==> config.mk <==
export PLATFORM = sky130hd
export DESIGN_NAME = integer_atan2_degrees
export DESIGN_NICKNAME = d
export VERILOG_FILES = /design/src/design/ia2d_pkg.sv /design/src/design/ia2d_front.sv /design/src/design/ia2d_div_stage.sv /design/src/design/ia2d_back.sv /design/src/design/integer_atan2_degrees.sv
export SDC_FILE = /design/constraint.sdc
export NUM_CORES = 1
export LEC_CHECK = 0
export BUFFER_PORTS_ARGS = -buffer_cell sky130_fd_sc_hd__buf_2
export CAP_MARGIN = 20
export CELL_PAD_IN_SITES_DETAIL_PLACEMENT = 0
export CELL_PAD_IN_SITES_GLOBAL_PLACEMENT = 1
export CORE_UTILIZATION = 40
export DETAILED_ROUTE_END_ITERATION = 10
export PLACE_DENSITY = 0.72
export SLEW_MARGIN = 25
export SYNTH_ARGS = -nofsm -noshare
export SYNTH_HDL_FRONTEND = slang
export SYNTH_SLANG_ARGS = --single-unit
==> constraint.sdc <==
create_clock -name clk -period 14.6 [get_ports clk]
set_input_delay 0 -clock clk [delete_from_list [all_inputs] [get_ports clk]]
set_output_delay 0 -clock clk [all_outputs]
set_load 0.01 [all_outputs]
==> src/design/ia2d_pkg.sv <==
// ----------------------------------------------------------------------------
// ia2d_pkg
// widths, constants, side-band type and arctangent table for the atan2 block
// ----------------------------------------------------------------------------
`default_nettype none

package ia2d_pkg;

  localparam int COORD_W = 16;
  localparam int MAG_W   = COORD_W + 1;
  localparam int REM_W   = MAG_W + 1;
  localparam int Q_W     = 7;
  localparam int TAB_W   = 6;
  localparam int ANGLE_W = 9;
  localparam int TAB_N   = 65;

  localparam logic [Q_W-1:0]   IDX_MAX      = Q_W'(64);
  localparam logic [7:0]       DEG_RIGHT    = 8'd90;
  localparam logic [7:0]       DEG_STRAIGHT = 8'd180;
  localparam logic [TAB_W-1:0] DEG_HALF     = TAB_W'(45);

  typedef struct packed {
    logic zero;
    logic swap;
    logic x_neg;
    logic y_neg;
  } side_t;

  localparam logic [TAB_W-1:0] OCT_DEG_ROM [TAB_N] = '{
    6'd0,  6'd1,  6'd2,  6'd3,  6'd4,  6'd4,  6'd5,  6'd6,
    6'd7,  6'd8,  6'd9,  6'd10, 6'd11, 6'd11, 6'd12, 6'd13,
    6'd14, 6'd15, 6'd16, 6'd17, 6'd17, 6'd18, 6'd19, 6'd20,
    6'd21, 6'd21, 6'd22, 6'd23, 6'd24, 6'd24, 6'd25, 6'd26,
    6'd27, 6'd27, 6'd28, 6'd29, 6'd29, 6'd30, 6'd31, 6'd31,
    6'd32, 6'd33, 6'd33, 6'd34, 6'd35, 6'd35, 6'd36, 6'd36,
    6'd37, 6'd37, 6'd38, 6'd39, 6'd39, 6'd40, 6'd40, 6'd41,
    6'd41, 6'd42, 6'd42, 6'd43, 6'd43, 6'd44, 6'd44, 6'd45,
    6'd45
  };

  function automatic logic [TAB_W-1:0] atan_deg(input logic [Q_W-1:0] idx);
    logic [TAB_W-1:0] val;
    if (idx > IDX_MAX) begin
      val = DEG_HALF;
    end else begin
      val = OCT_DEG_ROM[idx];
    end
    return val;
  endfunction

endpackage

`default_nettype wire

==> src/design/ia2d_front.sv <==
// ----------------------------------------------------------------------------
// ia2d_front
// magnitudes, octant swap and sign capture, one register stage
// ----------------------------------------------------------------------------
`default_nettype none

module ia2d_front
  import ia2d_pkg::*;
(
  input  wire logic                     clk,
  input  wire logic                     rst,
  input  wire logic                     valid_i,
  output logic                          ready_o,
  input  wire logic signed [COORD_W-1:0] y_i,
  input  wire logic signed [COORD_W-1:0] x_i,
  output logic                          valid_o,
  input  wire logic                     ready_i,
  output logic [REM_W-1:0]              rem_o,
  output logic [MAG_W-1:0]              large_o,
  output side_t                         side_o
);

  logic [MAG_W-1:0] ay;
  logic [MAG_W-1:0] ax;
  logic             swap;
  side_t            side_next;

  always_comb begin
    ay = y_i[COORD_W-1] ? (MAG_W'(1) << COORD_W) - {1'b0, y_i} : {1'b0, y_i};
    ax = x_i[COORD_W-1] ? (MAG_W'(1) << COORD_W) - {1'b0, x_i} : {1'b0, x_i};
    swap = ay > ax;
    side_next.zero  = (ay == '0) && (ax == '0);
    side_next.swap  = swap;
    side_next.x_neg = x_i[COORD_W-1];
    side_next.y_neg = y_i[COORD_W-1];
  end

  assign ready_o = !valid_o || ready_i;

  always_ff @(posedge clk) begin
    if (rst) begin
      valid_o <= 1'b0;
    end else if (ready_o) begin
      valid_o <= valid_i;
    end
  end

  always_ff @(posedge clk) begin
    if (ready_o && valid_i) begin
      rem_o   <= {1'b0, (swap ? ax : ay)};
      large_o <= swap ? ay : ax;
      side_o  <= side_next;
    end
  end

endmodule

`default_nettype wire

==> src/design/ia2d_div_stage.sv <==
// ----------------------------------------------------------------------------
// ia2d_div_stage
// restoring division stage, STEPS quotient bits per register stage
// ----------------------------------------------------------------------------
`default_nettype none

module ia2d_div_stage
  import ia2d_pkg::*;
#(
  parameter bit FIRST = 1'b0,
  parameter int STEPS = 2
) (
  input  wire logic             clk,
  input  wire logic             rst,
  input  wire logic             valid_i,
  output logic                  ready_o,
  input  wire logic [REM_W-1:0] rem_i,
  input  wire logic [MAG_W-1:0] large_i,
  input  wire logic [Q_W-1:0]   quot_i,
  input  wire side_t            side_i,
  output logic                  valid_o,
  input  wire logic             ready_i,
  output logic [REM_W-1:0]      rem_o,
  output logic [MAG_W-1:0]      large_o,
  output logic [Q_W-1:0]        quot_o,
  output side_t                 side_o
);

  logic [REM_W-1:0] rem_next;
  logic [Q_W-1:0]   quot_next;

  // remainder stays below the divisor, so the shift never overflows
  always_comb begin
    rem_next  = rem_i;
    quot_next = quot_i;
    for (int i = 0; i < STEPS; i++) begin
      if (!(FIRST && (i == 0))) begin
        rem_next = {rem_next[REM_W-2:0], 1'b0};
      end
      if (rem_next >= {1'b0, large_i}) begin
        rem_next  = rem_next - {1'b0, large_i};
        quot_next = {quot_next[Q_W-2:0], 1'b1};
      end else begin
        quot_next = {quot_next[Q_W-2:0], 1'b0};
      end
    end
  end

  assign ready_o = !valid_o || ready_i;

  always_ff @(posedge clk) begin
    if (rst) begin
      valid_o <= 1'b0;
    end else if (ready_o) begin
      valid_o <= valid_i;
    end
  end

  always_ff @(posedge clk) begin
    if (ready_o && valid_i) begin
      rem_o   <= rem_next;
      large_o <= large_i;
      quot_o  <= quot_next;
      side_o  <= side_i;
    end
  end

endmodule

`default_nettype wire

==> src/design/ia2d_back.sv <==
// ----------------------------------------------------------------------------
// ia2d_back
// table lookup, octant and quadrant fold, output register
// ----------------------------------------------------------------------------
`default_nettype none

module ia2d_back
  import ia2d_pkg::*;
(
  input  wire logic           clk,
  input  wire logic           rst,
  input  wire logic           valid_i,
  output logic                ready_o,
  input  wire logic [Q_W-1:0] quot_i,
  input  wire side_t          side_i,
  output logic                valid_o,
  input  wire logic           ready_i,
  output logic [ANGLE_W-1:0]  angle_o
);

  logic [7:0]         tab_val;
  logic [7:0]         oct_val;
  logic [7:0]         half_val;
  logic [ANGLE_W-1:0] angle_next;

  always_comb begin
    tab_val  = {2'b00, atan_deg(quot_i)};
    oct_val  = side_i.swap ? DEG_RIGHT - tab_val : tab_val;
    half_val = side_i.x_neg ? DEG_STRAIGHT - oct_val : oct_val;
    if (side_i.zero) begin
      angle_next = '0;
    end else if (side_i.y_neg) begin
      angle_next = ANGLE_W'(0) - {1'b0, half_val};
    end else begin
      angle_next = {1'b0, half_val};
    end
  end

  assign ready_o = !valid_o || ready_i;

  always_ff @(posedge clk) begin
    if (rst) begin
      valid_o <= 1'b0;
    end else if (ready_o) begin
      valid_o <= valid_i;
    end
  end

  always_ff @(posedge clk) begin
    if (ready_o && valid_i) begin
      angle_o <= angle_next;
    end
  end

endmodule

`default_nettype wire

==> src/design/integer_atan2_degrees.sv <==
// ----------------------------------------------------------------------------
// integer_atan2_degrees
// four-quadrant arctangent of a 16-bit vector in whole degrees
//
//   channel  signals                          direction
//   in       in_valid in_ready y_coord x_coord  sink
//   out      out_valid out_ready angle_deg     source
//
// one item per cycle sustained while out_ready is held high
// five register stages: front, three divider stages, back
// the divider yields seven quotient bits, three then two then two per stage
// every stage has its own valid bit; a stall fills bubbles before holding
// synchronous reset clears all valid bits, payload registers are not reset
// ----------------------------------------------------------------------------
`default_nettype none

module integer_atan2_degrees
  import ia2d_pkg::*;
(
  input  wire logic                      clk,
  input  wire logic                      rst,
  input  wire logic                      in_valid,
  output logic                           in_ready,
  input  wire logic signed [COORD_W-1:0] y_coord,
  input  wire logic signed [COORD_W-1:0] x_coord,
  output logic                           out_valid,
  input  wire logic                      out_ready,
  output logic signed [ANGLE_W-1:0]      angle_deg
);

  logic             v0, v1, v2, v3;
  logic             r1, r2, r3, r4;
  logic [REM_W-1:0] rem0, rem1, rem2, rem3;
  logic [MAG_W-1:0] large0, large1, large2, large3;
  logic [Q_W-1:0]   quot1, quot2, quot3;
  side_t            side0, side1, side2, side3;
  logic [ANGLE_W-1:0] angle;

  ia2d_front u_front (
    .clk     (clk),
    .rst     (rst),
    .valid_i (in_valid),
    .ready_o (in_ready),
    .y_i     (y_coord),
    .x_i     (x_coord),
    .valid_o (v0),
    .ready_i (r1),
    .rem_o   (rem0),
    .large_o (large0),
    .side_o  (side0)
  );

  ia2d_div_stage #(.FIRST(1'b1), .STEPS(3)) u_div1 (
    .clk     (clk),
    .rst     (rst),
    .valid_i (v0),
    .ready_o (r1),
    .rem_i   (rem0),
    .large_i (large0),
    .quot_i  ('0),
    .side_i  (side0),
    .valid_o (v1),
    .ready_i (r2),
    .rem_o   (rem1),
    .large_o (large1),
    .quot_o  (quot1),
    .side_o  (side1)
  );

  ia2d_div_stage #(.FIRST(1'b0), .STEPS(2)) u_div2 (
    .clk     (clk),
    .rst     (rst),
    .valid_i (v1),
    .ready_o (r2),
    .rem_i   (rem1),
    .large_i (large1),
    .quot_i  (quot1),
    .side_i  (side1),
    .valid_o (v2),
    .ready_i (r3),
    .rem_o   (rem2),
    .large_o (large2),
    .quot_o  (quot2),
    .side_o  (side2)
  );

  ia2d_div_stage #(.FIRST(1'b0), .STEPS(2)) u_div3 (
    .clk     (clk),
    .rst     (rst),
    .valid_i (v2),
    .ready_o (r3),
    .rem_i   (rem2),
    .large_i (large2),
    .quot_i  (quot2),
    .side_i  (side2),
    .valid_o (v3),
    .ready_i (r4),
    .rem_o   (rem3),
    .large_o (large3),
    .quot_o  (quot3),
    .side_o  (side3)
  );

  ia2d_back u_back (
    .clk     (clk),
    .rst     (rst),
    .valid_i (v3),
    .ready_o (r4),
    .quot_i  (quot3),
    .side_i  (side3),
    .valid_o (out_valid),
    .ready_i (out_ready),
    .angle_o (angle)
  );

  assign angle_deg = $signed(angle);

endmodule

`default_nettype wire

# Word level (Yosys, flattened, before mapping)
# Memories as Yosys holds them, arrays and structs flattened.
# Index checks and enable logic that the tools add are counted.
[op_classes] reduce_logical=19 n_eq_ne=0 div_mod_pow=0 n_mul=0 n_mux=23 n_shift=0 add_sub_neg=11 magnitude_cmp=10 bitwise=2
[op_table] op="$mux 17" count=10
[op_table] op="$ge 18x17->1" count=6
[op_table] op="$sub 17x17->17" count=6
[op_table] op="$logic_not 17->1" count=2
[op_table] op="$sub 17x16->17 const A" count=2
[op_table] op="$mux 8" count=3
[op_table] op="$mux 6" count=3
[op_table] op="$ge 17x17->1" count=1
[op_table] op="$gt 17x17->1" count=1
[op_table] op="$sub 1x8->9 const A" count=1
[op_table] op="$ge 8x8->1 const B" count=1
[op_table] op="$not 7->8" count=1
[op_table] op="$sub 7x6->8 const A" count=1
[op_table] op="$sub 8x8->8 const A" count=1
[op_table] op="$gt 7x7->1 const B" count=1
[op_table] op="$mux 1" count=7
[op_table] op="$logic_and 1x1->1" count=6
[op_table] op="$logic_not 1->1" count=5
[op_table] op="$logic_or 1x1->1" count=5
[op_table] op="$reduce_or 2->1" count=1
[op_table] op="$not 1->1" count=1
[totals] mem_bits_ro=768 word_cells=100 input_bits=36 ramBits=0 reg_bits=147 mem_count=1 out_inout_bits=11 latchBits=0
[memory_table] memory="(no name shown)" depth=128 word_bits=6 read_ports=1 rd_ports_with_merged_regs=0 write_ports=0 line="ia2d_pkg.sv:46" text="val = OCT_DEG_ROM[idx];"

# Depth between registers and ports, before layout
# Gate-level depths: netlist of run 1.
[depth] ltp_word=11 ltp_mapped=35 ltp_nobuf=31

# Cells and area by module
# Synthesis of run 1 repeated with hierarchy kept, for this count alone.
[hier_totals] hier_cells=1560 area_unflattened_um2=15730.1
[by_module_without_submodules] mod="ia2d_div_stage at u_div2 ..." seq_area_each_um2=1401.3 area_each_um2=3483.3 n_inst=2 cells_each=332
[by_module_without_submodules] mod="ia2d_div_stage at u_div1" seq_area_each_um2=1401.3 area_each_um2=4505.6 n_inst=1 cells_each=469
[by_module_without_submodules] mod="ia2d_front" seq_area_each_um2=1161.1 area_each_um2=2747.6 n_inst=1 cells_each=247
[by_module_without_submodules] mod="ia2d_back" seq_area_each_um2=290.3 area_each_um2=1506.4 n_inst=1 cells_each=179
[by_module_without_submodules] mod="integer_atan2_degrees" seq_area_each_um2=0.0 area_each_um2=3.8 n_inst=1 cells_each=1

# Least setup slack after synthesis of run 1
# OpenSTA, ideal clock, no wires.
[synth_path] path_kind="reg-to-reg" start="register u_front.large_o[1]" end="register u_div1.rem_o[11] (data pin)" slack_ps=7541 period_less_slack_ps=7059 arrival_ps=6797 path_buffers=5 setup_ps=262 stages_incl_launch_ff=34 required_time_ps=14338 cell_sequence="edfxtp_1 inv_1 ha_1 nor2b_1 o31a_1 o311ai_2 nand3_1 nand2_1 o21a_1 buf_2 buf_2 o21ai_0 fa_1 a21o_1 a32oi_1 a31oi_1 o21ai_0 a21oi_1 a311oi_1 o211ai_2 buf_6 buf_2 nor2_1 a21oi_1 ha_1 a21o_1 a21o_1 a21o_1 a41oi_1 o21ai_0 a31oi_1 o211ai_4 buf_6 mux2_1"
[synth_between] elab_chain_cells=6 word_cells_on_any_way=9 cone_classes="3 x add/sub; 3 x order compare; 3 x mux"
[synth_rtl] element="from (decl)" line="ia2d_front.sv:19" text="output logic [MAG_W-1:0] large_o,"
[synth_rtl] element="from (signal assigned)" line="ia2d_front.sv:51" text="large_o <= swap ? ay : ax;"
[synth_rtl] element="$sub 17x17->17 or $ge 17x17->1 (tied branches)" line="ia2d_div_stage.sv:41, ia2d_div_stage.sv:40"
[synth_rtl] element="$mux 17" line="ia2d_div_stage.sv:40" text="if (rem_next >= {1'b0, large_i}) begin"
[synth_rtl] element="$sub 17x17->17 or $ge 18x17->1 (tied branches)" line="ia2d_div_stage.sv:41, ia2d_div_stage.sv:40"
[synth_rtl] element="$mux 17" line="ia2d_div_stage.sv:40"
[synth_rtl] element="$sub 17x17->17 or $ge 18x17->1 (tied branches)" line="ia2d_div_stage.sv:41, ia2d_div_stage.sv:40"
[synth_rtl] element="$mux 17 *" line="ia2d_div_stage.sv:40"
[synth_rtl] element="via u_div1.rem_next[11]" line="ia2d_div_stage.sv:29" text="logic [REM_W-1:0] rem_next;"
[synth_rtl] element="to (signal assigned)" line="ia2d_div_stage.sv:61" text="rem_o <= rem_next;"
[synth_rtl] element="to (decl)" line="ia2d_div_stage.sv:23" text="output logic [REM_W-1:0] rem_o,"
# Mark *: on every way through the listed nets, which the timed path passes. The rest lies on a longest branch.
# A chain may end at the register's enable or synchronous reset.

# Worst setup path in the final report of run 1
# Same ends and word-level chain as after synthesis.

==> results of run 1 <==
==> worst max-delay path: cells and delay by family (launching register included) <==
kind                     cells  cell delay (ns)
flip-flops                   1             0.41
buffers and inverters        2             0.50
multiplexers                 1             0.40
AO/OA/AOI/OAI               19             5.09
AND/OR/NAND/NOR              3             0.46
adder cells (fa/ha/maj)      3             1.10
==> cells in the mapped netlist (13+ instances only) <==
| cell | number |
|---|---|
| edfxtp_1 | 142 |
| ha_1 | 142 |
| inv_1 | 117 |
| nor2_1 | 105 |
| a21oi_1 | 92 |
| nand2_1 | 85 |
| o21ai_0 | 70 |
| xnor2_1 | 66 |
| xor2_1 | 48 |
| a21o_1 | 43 |
| mux2_2 | 42 |
| mux2i_1 | 38 |
| nor3_1 | 28 |
| nand4_1 | 25 |
| nand3_1 | 23 |
| nor2b_1 | 22 |
| nand2b_1 | 21 |
| o31ai_1 | 19 |
| o21a_1 | 16 |
| and3_1 | 14 |
| and2_1 | 13 |
==> cell type report <==
type	count	area [µm²]	share of cell area, %
clock buffer	18	439.2	3.002
sequential	147	4364	29.83
multi-input combinational	1109	8351	57.09
inverter	120	450.4	3.079
clock inverter	14	125.1	0.8554
timing repair buffer	57	345.3	2.361
tap	442	553.0	3.781
==> worst max-delay path by stage <==
| stage | start | to | slack [ns] | depth (start not counted) |
|---|---|---|---|---|
| floorplan | u_front.large_o[1] | u_div1.rem_o[11] | 7.54 | 33 |
| global placement | u_front.large_o[1] | u_div1.rem_o[14] | 6.63 | 28 |
| detailed placement | u_front.large_o[1] | u_div1.rem_o[9] | 6.47 | 28 |
| CTS | u_front.large_o[1] | u_div1.rem_o[11] | 6.41 | 28 |
| global route | u_front.large_o[1] | u_div1.rem_o[11] | 5.85 | 27 |
| finish | u_front.large_o[1] | u_div1.rem_o[11] | 6.37 | 28 |
==> logic make-up (layout without fill, tap and decap cells) <==
| kind of cell | count (synthesis) | count (layout) |
|---|---|---|
| AOI/OAI and AO/OA | 366 | 366 |
| xor gates and xnor gates | 115 | 115 |
| adders and majority gates | 146 | 146 |
| buffers and inverters | 149 | 209 |
| DFF | 147 | 147 |
| muxes | 86 | 86 |
| other | 2 | 4 |
| and+or+nand+nor | 392 | 392 |
==> where the power goes <==
part / leakage [nW] / total, W / internal, W / switching (W)
logic: 4.41 / 0.00224 / 0.00103 / 0.00121
registers: 1.37 / 0.000692 / 0.000637 / 0.0000550
clock network: 0.267 / 0.000420 / 0.000227 / 0.000192
total: 6.05 / 0.00335 / 0.00189 / 0.00146
==> per-stage QoR <==
step | worst slack (ns) | std cells | hold slack (ns) | total power [W]
after floorplan | 7.541 | 1405 | 0.06907 | 0.002484
after global placement | 6.631 | 1869 | 0.2352 | 0.002902
after detailed placement | 6.471 | 1869 | 0.2281 | 0.002919
after CTS | 6.411 | 1906 | 0.03828 | 0.003363
after global routing | 5.855 | 1907 | 0.07188 | 0.003655
final | 6.370 | 1907 | 0.05990 | 0.003351
==> routing by layer <==
metal | up-vias | GRT usage, % | part of all wire, %
met4 | 2 | 6.600 | 2.7
met2 | 159 | 33.70 | 48
met1 | 4881 | 24.94 | 47
met5 | - | 0 | 0.040
met3 | 43 | 2.292 | 2.4
li1 | 5316 | - | -
==> state kept, by name (all words and copies together), names as in the netlist <==
signal / cells
u_div2.quot_o: 5
u_front.side_o: 4
u_front.rem_o: 17
u_div1.rem_o: 17
u_div2.large_o: 17
u_back.valid_o: 1
u_div3.side_o: 4
u_div2.valid_o: 1
u_div1.large_o: 17
u_div1.valid_o: 1
u_div2.rem_o: 17
u_div1.quot_o: 3
u_front.valid_o: 1
u_front.large_o: 17
u_div2.side_o: 4
u_div3.quot_o: 7
u_div3.valid_o: 1
u_div1.side_o: 4
u_back.angle_o: 9
==> placed cells by master, fill, tap and decap left out, types with 5 or more instances in the layout <==
cell type,instances
a21o_1,43
nor2b_1,21
buf_2,46
ha_1,142
edfxtp_1,142
mux2i_1,38
nand2b_1,21
o21ai_1,6
o211ai_1,5
o21bai_1,12
or4_1,6
o31ai_1,18
dlygate4sd3_1,5
dfxtp_1,5
inv_1,117
a31oi_1,7
a211oi_1,12
xor2_1,48
nand4_1,25
buf_4,5
and4_1,5
mux2_2,42
a31o_2,6
o21a_1,16
nor4_1,11
nor3_1,28
and2_1,12
nand2_1,85
or3_1,11
o21ai_0,70
a32oi_1,5
a311oi_1,11
clkbuf_16,17
o41ai_1,6
a21oi_1,92
nor2_1,104
and3_1,14
xnor2_1,66
nand3_1,23
==> what timing repair did <==
| action | CTS | global route |
|---|---|---|
| hold buffers | 5 | 0 |
| endpoints found under the setup margin | 0 | 0 |
| hold endpoints to repair | 7 | 0 |
==> flow_summary.yaml, run 1 <==
outcome:
  outcome: "finished, final reports clean"
pwr:
  ir_worst_vdd_uv: 114.0
  leakage_nw: 6.046
  p_per_area_mw_per_mm2: 229.1
place:
  port_buffers: 46
  place_congestion: 0.8893
  dpl_cell_area_mm2: 0.01398
  place_hpwl_um: 26050
sta:
  setup_viol: 0
  fmax_mhz: 121.5
  period_share_pct: 56.37
  fin_worst_skew_ns: 0.01364
  tightest_slew_ns: 0.9152
  fin_tns_setup_ns: 0
  rsz0062_at_grt: "no"
  maxSlewViolCount: 0
  post-route-min-period_ns: 8.230
  hold_viol: 0
  relSlewSlack_pct: 38.99
logic_synthesis:
  synth_top_cell_by_area: "edfxtp_1"
  synthFlopType: "edfxtp_1"
  avgSynthCellArea_um2: 9.467
  synth_xor_area_share_pct: 7.639
  synth_edf_count: 142
  yosys.area_share.simple_pct: 14.88
  synth_area_mm2: 0.01328
  async_flop_share_pct: 0
  synthDistinctLibCells: 87
  yosys-top-cells-area: "edfxtp_1 (32%), ha_1 (13%), xnor2_1 (4.4%)"
  synth-compound-area-share_pct: 18.95
  netlist_instances: 1403
  ys_ff_latch: 147
  ys.warnings.count: 0
  muxShareOfSynthArea_pct: 6.980
  synth_top_family_by_area: "compound AO/OA/AOI/OAI gates"
  yosysSeqAreaShare_pct: 32.86
  synth-adder-area-share_pct: 13.98
  synth_top_area_share_pct: 32.10
die:
  initial_utilization_pct: 40.72
  die_h_um: 184.2
  die_x_um: 184.2
  io_pins: 47
  coreArea_mm2: 0.03262
  rows: 66
  dieArea_mm2: 0.03394
cells_and_area:
  n_antenna_cell: 0
  areaGrowthSynthToFinish_pct: 10.13
  nFillCells: 3134
  final_cell_area_mm2: 0.01463
  utilization_pct: 44.84
  final_nets: 1634
  drive_gt1_share_pct: 11.81
global_routing:
  grt_pass1_wl_um: 51870
  antenna_found_initial: 1
  grt_max_degree: 44
  grt_overflow: 0
  grt_pass1_vias: 10135
  track_usage_pct: 19.43
worst_setup_path:
  slowest_stage: "o21a_1"
  reg2regPathDepth: 28
  rr_endpoint: "u_div1.rem_o[11]"
  cpMostUsedCell: "a21o_1"
  rr_startpoint: "u_front.large_o[1]"
  r2r_setup_slack_ns: 6.37
  crit_fanout: 30
  slowest_delay_ns: 0.67
  start_kind: "flip-flop"
  end_kind: "flip-flop"
  cp.required_ns: 14.77
  critical_path_arrival_ns: 8.40
  critPathKind: "reg2reg"
clocking:
  clk_pin_slew_ns: 0.07
  cts_setup_buffers: 0
  numCtsBuffers: 17
  cts_tree: "built"
  clk_path_buf_depth: 2
  cts.repair.resized: 0
  clkSinkCount: 147
  cts_root_buf: "clkbuf_16"
  clk_latency_ns: 0.43
  htreeDepth: 4
detailed_routing:
  drc: 0
  drt_wl_total_um: 32230
  ant_nets: 0
  routedWlPerCell_um: 16.90
  viasPerCell: 5.454
  firstDrtPassIters: 5
  vias: 10401
  initialDrtViolationCount: 647
hold_path:
  min_to: "u_front.rem_o[4]"
  hp-start: "y_coord[4]"
  hold_path_depth: 3
  hold_path.class: "in2reg"
job:
  cap_viol_max_count: 0
(Power assumes the default switching activity.)
==> run 2: changes to the inputs <==
PLACE_DENSITY = 0.74   (was 0.72)
clock period = 6.7 ns   (was 14.6 ns; I/O delays follow)
==> run 2 against run 1 <==
  * Maximum frequency rose by 28%
  * Total power up 150%
  * Utilization increased by 3.6 points
  * Cell count is 6.7% higher
  * First-iteration DRC count shrank 13%
  * Clock skew is 0.011 ns higher
  * Die area unchanged
  * Hold slack worse by 0.032 ns
  * Highest routed layer is now met4
==> flow_summary.yaml, run 2 (same netlist as run 1, synthesis figures left out) <==
outcome:
  outcome: "finished, final reports clean"
cells_and_area:
  areaGrowthSynthToFinish_pct: 19.00
  layout.cells.non_filler: 2034
  final_cell_area_mm2: 0.01581
  final_nets: 1761
  drive_gt1_share_pct: 20.98
  n_antenna_cell: 0
  layout_commonest_cell: "edfxtp_1"
  most-common-layout-cells: "edfxtp_1 (142), ha_1 (141), buf_4 (127), inv_1 (116), nor2_1 (103)"
  nFillCells: 3013
clocking:
  clk_pin_slew_ns: 0.07
  clk_path_buf_depth: 2
  clk_latency_ns: 0.44
  htreeDepth: 4
  numCtsBuffers: 17
  cts_tree: "built"
  cts_root_buf: "clkbuf_16"
  clkSinkCount: 147
detailed_routing:
  ant_nets: 0
  drt_wl_total_um: 33280
  vias: 10857
  drc: 0
  firstDrtPassIters: 5
  viasPerCell: 5.338
  routedWlPerCell_um: 16.36
  initialDrtViolationCount: 562
worst_setup_path:
  slowest_stage: "edfxtp_1"
  r2r_setup_slack_ns: 0.29
  critPathKind: "reg2reg"
  slowest_delay_ns: 0.40
  reg2regPathDepth: 30
  critical_path_arrival_ns: 6.58
  rr_endpoint: "u_div1.rem_o[2]"
  crit_fanout: 19
  end_kind: "flip-flop"
  start_kind: "flip-flop"
  cp.required_ns: 6.87
  rr_startpoint: "u_front.rem_o[1]"
sta:
  tightest_slew_ns: 0.9821
  hold_slack_ns: 0.02834
  period_share_pct: 95.69
  post-route-min-period_ns: 6.411
  rsz0062_at_grt: "yes"
  fmax_mhz: 156.0
  fin_worst_skew_ns: 0.02466
  setup_viol: 0
  maxSlewViolCount: 0
  hold_viol: 0
  relSlewSlack_pct: 34.13
global_routing:
  antenna_found_initial: 0
  grt_pass1_vias: 10714
  grt_overflow: 0
  grt_pass1_wl_um: 53560
  track_usage_pct: 20.11
  grt_max_degree: 44
die:
  rows: 66
  dieArea_mm2: 0.03394
  die_x_um: 184.2
  die_h_um: 184.2
  io_pins: 47
  initial_utilization_pct: 40.72
  coreArea_mm2: 0.03262
hold_path:
  hp-start: "y_coord[10]"
  hold_path.class: "in2reg"
  hold_path_depth: 3
  min_to: "u_front.rem_o[10]"
place:
  dpl_cell_area_mm2: 0.01487
  place_hpwl_um: 26990
  placedCellCount: 1984
  port_buffers: 46
  place_congestion: 0.8914
job:
  cap_viol_max_count: 0
pwr:
  ir_worst_vdd_uv: 266.6
  p_per_area_mw_per_mm2: 520.4
  leakage_nw: 6.724
==> run 2: changes by cell type in the layout (fill, tap and decap cells not counted), moves of 3 or more <==
cell     delta
a21oi_2     +6
o21ai_1     +5
buf_4     +122
mux2_4      +7
mux2_2      -3
mux2_1      -4
o21ai_0     -8
a31oi_1     -3
a21oi_1     -6
o21ai_2     +3
==> run 2: routing by layer <==
| layer | GRT usage [%] | up-vias | share of wire, % |
|---|---|---|---|
| met5 | 0 | - | 0 |
| met4 | 5.933 | 0 | 2.1 |
| met3 | 2.391 | 34 | 2.3 |
| met2 | 36.15 | 169 | 50 |
| met1 | 25.08 | 5086 | 45 |
| li1 | - | 5568 | - |
==> run 2: worst max path at each step <==
stage,startpoint,slack (ns),to
global placement,u_front.rem_o[1],0.03,u_div1.rem_o[13]
global route,u_front.rem_o[0],-0.07,u_div1.rem_o[10]
floorplan,u_front.large_o[1],0.02,u_div1.rem_o[11]
CTS,u_front.large_o[5],0.003,u_div1.rem_o[1]
detailed placement,u_front.rem_o[1],-0.12,u_div1.rem_o[13]
finish,u_front.rem_o[1],0.29,u_div1.rem_o[2]
==> run 2: area by class of cell <==
class,count,area (µm²),area share (%)
sequential,147,4364,27.61
inverter,120,450.4,2.850
clock buffer,17,425.4,2.691
multi-input combinational,1110,8557,54.14
clock inverter,15,142.6,0.9024
tap,442,553.0,3.499
timing repair buffer,183,1314,8.312
==> run 2: metrics by stage <==
step                      total power, W  utilization [%]  setup slack, ns  setup TNS [ns]
final                           0.008226            48.46           0.2885               0
after global routing            0.008922            48.46         -0.06886         -0.9990
after CTS                       0.008020            47.61         0.002511               0
after detailed placement        0.006978            45.58          -0.1156          -1.613
after global placement          0.006940            45.58          0.02713               0
after floorplan                 0.005440                -          0.01760               0
==> run 2: worst max-delay path: cells and delay by family (launching register included) <==
family	cells	cell delay, ns
AO/OA/AOI/OAI	12	1.99
adder cells (fa/ha/maj)	3	0.86
buffers and inverters	5	0.80
flip-flops	1	0.40
multiplexers	3	1.04
AND/OR/NAND/NOR	7	1.03
==> run 2: what timing repair did <==
action / 4_1_cts / 5_1_grt
gates cloned: 1 / 0
setup buffers: 0 / 11
pin swaps: 2 / 17
hold buffers: 5 / 0
setup endpoints to repair: 17 / 18
gates resized for setup: 7 / 43
hold endpoints to repair: 7 / 0
==> run 2: where the power goes <==
group	internal (W)	leakage, nW	switching [W]	total [W]
logic	0.00286	5.08	0.00293	0.00580
registers	0.00139	1.37	0.000110	0.00150
clock network	0.000491	0.270	0.000440	0.000931
==> run 3: changes to the inputs <==
BUFFER_PORTS_ARGS = -buffer_cell sky130_fd_sc_hd__clkbuf_2   (was -buffer_cell sky130_fd_sc_hd__buf_2)
CAP_MARGIN = not set   (was 20)
PLACE_DENSITY = 0.72   (was 0.74)
clock period = 7.5 ns   (was 6.7 ns; I/O delays follow)
==> run 3 against run 2 <==
  * Sequential cell count stayed put
  * Critical path depth decreased by 3
  * First-iteration DRC count rose by 7.7%
  * Combinational power decreased by 22%
  * Non-clock buffer count down 115
  * Global-route usage down 0.24 points
  * Utilization fell by 3.1 points
  * Setup slack improved by 0.12 ns
  * Clock-buffer cell count grew 2
  * Register-to-register slack gained 0.12 ns
  * Design area shrank 6.3%
  * Via count down 3.4%
  * Critical endpoint is now u_div1.rem_o[1]
==> flow_summary.yaml, run 3 (same netlist as run 1, synthesis figures left out) <==
outcome:
  outcome: "finished, final reports clean"
sta:
  fmax_mhz: 141.1
  hold_viol: 0
  fin_worst_skew_ns: 0.01363
  hold_slack_ns: 0.03370
  tightest_slew_ns: 0.9539
  period_share_pct: 94.52
  post-route-min-period_ns: 7.089
  rsz0062_at_grt: "no"
  setup_viol: 0
  relSlewSlack_pct: 36.02
  maxSlewViolCount: 0
place:
  place_hpwl_um: 26270
  place_congestion: 0.9142
  port_buffers: 46
clocking:
  clk_latency_ns: 0.43
  numCtsBuffers: 17
  cts_root_buf: "clkbuf_16"
  htreeDepth: 4
  clkSinkCount: 147
  clk_pin_slew_ns: 0.06
  clk_path_buf_depth: 2
  cts_tree: "built"
global_routing:
  antenna_found_initial: 0
  grt_max_degree: 44
  grt_pass1_wl_um: 52830
  track_usage_pct: 19.87
  grt_overflow: 0
  grt_pass1_vias: 10221
detailed_routing:
  routedWlPerCell_um: 17.08
  vias: 10487
  viasPerCell: 5.465
  drc: 0
  drt_wl_total_um: 32780
  firstDrtPassIters: 6
  initialDrtViolationCount: 605
  ant_nets: 0
worst_setup_path:
  critPathKind: "reg2reg"
  crit_fanout: 19
  critical_path_arrival_ns: 7.26
  cp-startpoint: "u_front.rem_o[1]"
  endpoint: "u_div1.rem_o[1]"
  rr_startpoint: "u_front.rem_o[1]"
  reg2regPathDepth: 27
  rr_endpoint: "u_div1.rem_o[1]"
  end_kind: "flip-flop"
  cp.required_ns: 7.67
  start_kind: "flip-flop"
  r2r_setup_slack_ns: 0.41
die:
  dieArea_mm2: 0.03394
  initial_utilization_pct: 40.72
  die_x_um: 184.2
  die_h_um: 184.2
  coreArea_mm2: 0.03262
  rows: 66
  io_pins: 47
pwr:
  finalPower_w: 0.006729
  leakage_nw: 6.129
  p_per_area_mw_per_mm2: 454.5
  clkPwrFrac_pct: 12.7
  seqPwrFrac_pct: 19.9
  switchingPower_w: 0.002932
  swShare_pct: 43.58
  p_int_w: 0.003797
  ir_worst_vdd_uv: 220.1
  p_comb_share_pct: 67.4
hold_path:
  hold_path.class: "in2reg"
cells_and_area:
  most-common-layout-cells: "ha_1 (142), edfxtp_1 (142), inv_1 (117), nor2_1 (104), a21oi_1 (91)"
  drive_gt1_share_pct: 12.80
  final_nets: 1646
  n_antenna_cell: 0
  areaGrowthSynthToFinish_pct: 11.45
job:
  cap_viol_max_count: 0
[run 3: changes by cell type in the layout (fill, tap and decap cells not counted), sizes merged]
cell / before / now
bufinv: 0 / 2
buf: 178 / 17
inv: 127 / 124
clkbuf: 17 / 65
clkinv: 5 / 3
clkinvlp: 3 / 4
[run 3: what timing repair did]
action | 4_1_cts | 5_1_grt
gates cloned | 0 | 1
buffers inserted | 0 | 4
endpoints found under the hold margin | 6 | 0
hold buffers | 5 | 0
resized for setup | 1 | 10
pin swaps | 0 | 3
endpoints found under the setup margin | 16 | 18
[run 3: power groups by stage]
stage	clock network [W]	registers [W]	logic [W]
2_1_floorplan	0	0.00131	0.00353
3_3_place_gp	0	0.00136	0.00437
3_5_place_dp	0	0.00136	0.00439
4_1_cts	0.000869	0.00134	0.00444
5_1_grt	0.000903	0.00136	0.00505
6_report	0.000854	0.00134	0.00453
[run 3: final cells by class]
type                    instances  area [µm²]
clock buffers                  19       432.9
well taps                     442       553.0
repair buffers                 68       427.9
flip-flops and latches        147        4364
inverters                     120       450.4
multi-input cells            1110        8423
clock inverters                13       152.6
fillers                      3127       17810
[run 3: per-stage QoR]
step | instances | area [µm²] | setup slack [ns] | utilization (%) | TNS (ns)
6_report | 1919 | 14800 | 0.4113 | 45.39 | 0
5_1_grt | 1919 | 14800 | 0.02537 | 45.39 | 0
4_1_cts | 1913 | 14670 | 0.04422 | 44.98 | 0
3_5_place_dp | 1876 | 14040 | -0.05379 | 43.03 | -0.3332
3_3_place_gp | 1876 | 14040 | 0.09529 | 43.03 | 0
2_1_floorplan | 1405 | 13290 | 0.4409 | - | 0
[run 3: critical path, stage by stage, from the launching register on]
cell      delay (ns)
edfxtp_1        0.44
ha_1            0.35
nor2b_1         0.15
o31a_1          0.26
o311ai_2        0.27
nand3_1         0.19
nand2_1         0.15
o21a_4          0.22
mux2_2          0.39
ha_1            0.34
or2_2           0.30
a21oi_1         0.19
a31oi_1         0.09
o21ai_0         0.27
a21oi_1         0.13
a311oi_2        0.26
o211ai_4        0.20
buf_4           0.27
mux2_2          0.31
ha_1            0.40
nand4_1         0.19
nor4_1          0.29
nor4_1          0.10
o21ai_1         0.17
a31oi_4         0.20
nor2b_2         0.21
a211o_1         0.29
and3b_1         0.20
[run 3: how the worst min path moves through the flow]
stage,cells after the start,endpoint,slack (ns),from
6_report,3,u_front.rem_o[4],0.03,y_coord[4]
5_1_grt,1,u_front.side_o[0],0.06,y_coord[15]
4_1_cts,3,u_front.rem_o[4],0.02,y_coord[4]
3_5_place_dp,3,u_front.valid_o,0.23,in_valid
3_3_place_gp,3,u_front.valid_o,0.23,in_valid
2_1_floorplan,1,u_div1.valid_o,0.07,rst
[run 3: layer usage]
layer  wire, µm  track usage, %
met4        714           5.967
met2      15950           34.86
met3        797           2.332
met1      15320           25.48
met5          0               0
